### config.mk
export PLATFORM = sky130hd
export DESIGN_NAME = tia_cell
export DESIGN_NICKNAME = d
export VERILOG_FILES = /design/src/hw/rtl/tia_pkg.sv /design/src/hw/rtl/tia_cell.sv
export SDC_FILE = /design/constraint.sdc
export NUM_CORES = 1
export LEC_CHECK = 0
export BUFFER_PORTS_ARGS = -buffer_cell sky130_fd_sc_hd__buf_2
export CORE_AREA = 3 3 310 312
export CTS_CLUSTER_SIZE = 8
export DETAILED_ROUTE_END_ITERATION = 16
export DIE_AREA = 0 0 313 315
export PLACE_DENSITY_LB_ADDON = 0.25
export SLEW_MARGIN = 30
export SYNTH_ARGS = -nofsm -noshare
export SYNTH_HDL_FRONTEND = slang
export SYNTH_SLANG_ARGS = --single-unit
export TNS_END_PERCENT = 20
### constraint.sdc
create_clock -name clk -period 10.5 [get_ports clk]
set_clock_uncertainty 0.1 [all_clocks]
set_input_delay 0.525 -clock clk [delete_from_list [all_inputs] [get_ports clk]]
set_output_delay 0.525 -clock clk [all_outputs]
set_load 0.03 [all_outputs]
### src/hw/rtl/tia_pkg.sv
// Shared types, opcodes and constants of the tagged integer ALU.
`timescale 1ns / 1ps
package tia_pkg;
  localparam int unsigned WordW = 64;
  localparam int unsigned ImmW = 32;
  localparam int unsigned OpW = 5;
  localparam int unsigned QBits = WordW / 2;
  localparam int unsigned CellCount = QBits;

  localparam logic [OpW-1:0] OP_NEG = 5'd0;
  localparam logic [OpW-1:0] OP_ADD = 5'd1;
  localparam logic [OpW-1:0] OP_SUB = 5'd2;
  localparam logic [OpW-1:0] OP_MUL = 5'd3;
  localparam logic [OpW-1:0] OP_DIV = 5'd4;
  localparam logic [OpW-1:0] OP_MOD = 5'd5;
  localparam logic [OpW-1:0] OP_AND = 5'd6;
  localparam logic [OpW-1:0] OP_OR = 5'd7;
  localparam logic [OpW-1:0] OP_XOR = 5'd8;
  localparam logic [OpW-1:0] OP_LSL = 5'd9;
  localparam logic [OpW-1:0] OP_LSR = 5'd10;
  localparam logic [OpW-1:0] OP_ASR = 5'd11;
  localparam logic [OpW-1:0] OP_EQ = 5'd12;
  localparam logic [OpW-1:0] OP_NE = 5'd13;
  localparam logic [OpW-1:0] OP_LT = 5'd14;
  localparam logic [OpW-1:0] OP_LE = 5'd15;
  localparam logic [OpW-1:0] OP_GT = 5'd16;
  localparam logic [OpW-1:0] OP_GE = 5'd17;
  localparam logic [OpW-1:0] OP_OFFSET = 5'd18;
  localparam logic [OpW-1:0] OP_NOT = 5'd19;
  localparam logic [OpW-1:0] OP_CONST = 5'd20;

  localparam logic [WordW-1:0] TagFalse = 64'd1;
  localparam logic [WordW-1:0] TagTrue = 64'd3;

  // Item carried down the cell chain.
  typedef struct packed {
    logic              vld;
    logic [OpW-1:0]    op;
    logic [WordW-1:0]  res;     // result for ops that need no divide or multiply
    logic              zdiv;
    logic              pops;
    logic              is_div;  // divide or modulo in flight
    logic              neg_q;
    logic              neg_r;
    logic [WordW-1:0]  rem;     // partial remainder
    logic [WordW-1:0]  quo;     // dividend shifting out, quotient in
    logic [WordW-1:0]  dvs;     // divisor magnitude
    logic [WordW-1:0]  pa;      // untagged multiply operands
    logic [WordW-1:0]  pb;
  } tia_item_t;
endpackage

### src/hw/rtl/tia_cell.sv
// One cell of the chain: two restoring divide steps and a pipeline register.
`timescale 1ns / 1ps
module tia_cell (
  input  logic              clk,
  input  logic              rst,
  input  logic              en,
  input  tia_pkg::tia_item_t din,
  output tia_pkg::tia_item_t dout
);
  import tia_pkg::*;

  tia_item_t nxt;
  logic [WordW:0] t0, t1;
  logic [WordW-1:0] r0, q0;

  always_comb begin
    nxt = din;
    t0 = {din.rem, din.quo[WordW-1]} - {1'b0, din.dvs};
    r0 = t0[WordW] ? {din.rem[WordW-2:0], din.quo[WordW-1]} : t0[WordW-1:0];
    q0 = {din.quo[WordW-2:0], ~t0[WordW]};
    t1 = {r0, q0[WordW-1]} - {1'b0, din.dvs};
    nxt.rem = t1[WordW] ? {r0[WordW-2:0], q0[WordW-1]} : t1[WordW-1:0];
    nxt.quo = {q0[WordW-2:0], ~t1[WordW]};
  end

  always_ff @(posedge clk) begin
    if (rst) begin
      dout.vld <= 1'b0;
    end else if (en) begin
      dout.vld <= din.vld;
    end
    if (en) begin
      dout.op <= nxt.op;
      dout.res <= nxt.res;
      dout.zdiv <= nxt.zdiv;
      dout.pops <= nxt.pops;
      dout.is_div <= nxt.is_div;
      dout.neg_q <= nxt.neg_q;
      dout.neg_r <= nxt.neg_r;
      dout.rem <= din.is_div ? nxt.rem : din.rem;
      dout.quo <= din.is_div ? nxt.quo : din.quo;
      dout.dvs <= nxt.dvs;
      dout.pa <= nxt.pa;
      dout.pb <= nxt.pb;
    end
  end
endmodule

==> flow_summary_export.csv <==
group,metric,value,unit
route,drc,0,
yosys,synth_edf_count,394,
floorplan,die_x,313,um
route,wirelength,116300,um
layout,fin_util,34.39,%
flow_run,drv_cap,0,
cts,cts_max_level,2,
setup_path,cp.required,10.79,ns
global_route,grt_overflow_total,0,
placed_design,port_buffers,792,
layout,nFillCells,9724,
setup_path,cp_slowest_cell,"mux2i_4",
layout,drive_above_1_share,30.52,%
setup_path,worstSetupStartpointType,"input port",
yosys,synth.top_cell.area_share,52.68,%
layout,top_register,"dout",
setup_path,crit_path_end,"dout[256]",
route,firstDrtPassIters,6,
layout,fin_nets,3650,
timing,period_minus_slack,9.040,ns
setup_path,worstSetupStartpoint,"din[128]",
cts,cts_tree,"yes",
route,wl_met1,46900,um
route,vias_per_cell,4.747,
yosys,syn_nets,2623,
layout,multi_input_area,9818,um^2
yosys,synth_ff_type,"edfxtp_1",
power_and_ir_drop,power_density,182.3,nW/um^2
route,wl_met3,8148,um
cts,clk_latency,0.64,ns
run_status,status,"completed",
route,vias,20976,
placed_design,gp_congestion,0.9372,
cts,clk_pin_slew_worst_paths,0.05,ns
cts,cts_buffers,58,
timing,rsz0062_at_grt,"no",
timing,worst_pin_slew,1.214,ns
global_route,grt_start_max_net_pins,164,
yosys,synth-seq-cells,395,
layout,area_growth,42.92,%
placed_design,postPlaceCellArea,27710,um^2
setup_path,crit_top_cell,"o21ai_1",
yosys,yosysSeqAreaShare,52.77,%
yosys,async_flop_share,0,%
timing,setup_viol,0,
route,drt_first_iter_violations,1705,
global_route,grt_pass1_vias,20946,
power_and_ir_drop,p_leak,13.79,nW
yosys,synth_top_cells_by_count,"edfxtp_1 (394), nand2_1 (278), a21oi_1 (172)",
power_and_ir_drop,ir_drop,131.5,uV
floorplan,die_h,315,um
timing,fin_crit_sh,86.10,%
cts,cts_resized,0,
yosys,yosysMostFrequentCell,"edfxtp_1",
floorplan,die-area,98600,um^2
yosys,synth_area_leader_cell,"edfxtp_1",
timing,finalHoldViolations,0,
cts,postCtsSetupBuffers,0,
route,dr_wl_met2,57200,um
hold_path,min_path_type,"in -> reg",
setup_path,r2r_setup_slack,9.26,ns
layout,largest_reg_flops,395,
placed_design,dpl.hpwl,93660,um
setup_path,path_max_fanout,58,
global_route,antenna_found_initial,38,
setup_path,critPathCaptureType,"register",
timing,slew_headroom,19.06,%
global_route,grt_pass1_wl,160500,um
global_route,track_usage,22.63,%
cts,cts_root_buffer,"clkbuf_16",
route,ant_nets,0,
yosys,syn_area,22460,um^2
floorplan,start_util,24.06,%
yosys,syn_inst,2095,
layout,finalInstanceArea,32100,um^2
timing,holdWs,0.1036,ns
floorplan,ios,793,
layout,reg_top3,"dout (395)",
yosys,yosys_warnings,0,
setup_path,worstReg2RegEnd,"dout[394]",
cts,cts.sinks,395,
layout,regArea,11850,um^2
setup_path,criticalPathCategory,"in -> reg",
yosys,syn_area_per_cell,10.72,um^2
yosys,yosysUniqueCellTypes,73,
floorplan,fp.coreArea,93330,um^2
timing,fmax,110.6,MHz
route,wl_per_cell,26.32,um
setup_path,slowest_delay,0.71,ns
timing,tns,0,ns
floorplan,core.rowCount,112,
setup_path,ff2ff_path_depth,3,
setup_path,reg2reg_from,"dout[394]",
timing,slew_viol_final,0,
cts,clockBufferDepth,3,
route,maxUsedRoutingLayer,"met5",
cts,ctsHoldBuffers,266,
yosys,ys_top_cells_by_area,"edfxtp_1 (53%), ha_1 (7.1%), nand2_1 (4.6%), a21oi_1 (3.8%), mux2_2 (3.5%)",
setup_path,worstPathArrival,9.33,ns
==> routing by layer <==
| layer | up-vias | track usage (%) |
|---|---|---|
| met5 | - | 0 |
| met4 | 28 | 6.816 |
| met3 | 164 | 5.811 |
| met2 | 763 | 39.57 |
| met1 | 10222 | 27.29 |
| li1 | 9799 | - |
==> worst max-delay path, delay by kind of cell <==
kind,cells,cell delay (ns)
AOI/OAI and AO/OA,10,2.85
xor gates and xnor gates,1,0.25
adders and majority gates,3,0.90
buffers and inverters,5,1.74
muxes,3,1.10
and+or+nand+nor,7,1.92
==> placed cells by master (no fill, tap or decap), drive strengths merged, types with 9 or more instances in the layout <==
cell type / count
edfxtp: 394
a31oi: 69
a211oi: 15
buf: 803
diode: 16
and2: 9
o211ai: 12
o21ai: 145
dlygate4sd3: 266
nor3: 17
inv: 102
nand4: 34
nand2: 278
ha: 128
o21bai: 19
nor2b: 18
xnor2: 74
nor2: 130
nand2b: 16
a21o: 69
clkbuf: 80
nand3: 38
a21oi: 172
xor2: 46
and3: 18
mux2: 70
o21a: 11
==> power breakdown <==
| part | switching, mW | internal, mW | total (mW) |
|---|---|---|---|
| logic | 1.38 | 0.690 | 2.07 |
| clock network | 0.741 | 1.06 | 1.80 |
| registers | 0.0483 | 1.93 | 1.98 |
| total | 2.17 | 3.68 | 5.85 |
==> how the worst min path moves through the flow <==
stage,start,endpoint,slack (ns),cells after the start
2_1_floorplan,rst,dout[394],0.50,1
3_3_place_gp,dout[394],dout[394],0.37,2
3_5_place_dp,dout[394],dout[394],0.38,2
4_1_cts,din[219],dout[219],0.04,2
5_1_grt,din[219],dout[219],0.07,2
6_report,din[219],dout[219],0.10,2
==> area by class of cell <==
class	instances	share of cell area (%)
timing repair buffer	1069	21.03
inverter	102	1.193
multi-input combinational	1496	30.59
tap	1254	4.888
antenna	16	0.1247
clock buffer	80	4.939
clock inverter	7	0.3080
sequential	395	36.93
==> through the flow <==
stage	power [mW]	setup WS, ns	instances
3_5_place_dp	3.984	1.343	4050
6_report	5.851	1.460	4419
3_3_place_gp	3.999	1.512	4050
4_1_cts	5.924	1.401	4403
2_1_floorplan	3.284	4.004	2095
5_1_grt	6.141	0.7839	4407
==> logic make-up (layout without fill, tap and decap cells) <==
| group | count (synthesis) | in the layout | share of synthesized area (%) |
|---|---|---|---|
| other | 0 | 16 | 0 |
| buffers and inverters | 204 | 1258 | 3.566 |
| muxes | 75 | 75 | 3.805 |
| adders and majority gates | 130 | 130 | 7.310 |
| xor gates and xnor gates | 120 | 120 | 4.680 |
| and+or+nand+nor | 590 | 590 | 11.72 |
| AOI/OAI and AO/OA | 581 | 581 | 16.15 |
| DFF | 395 | 395 | 52.77 |
(Power assumes the default switching activity.)
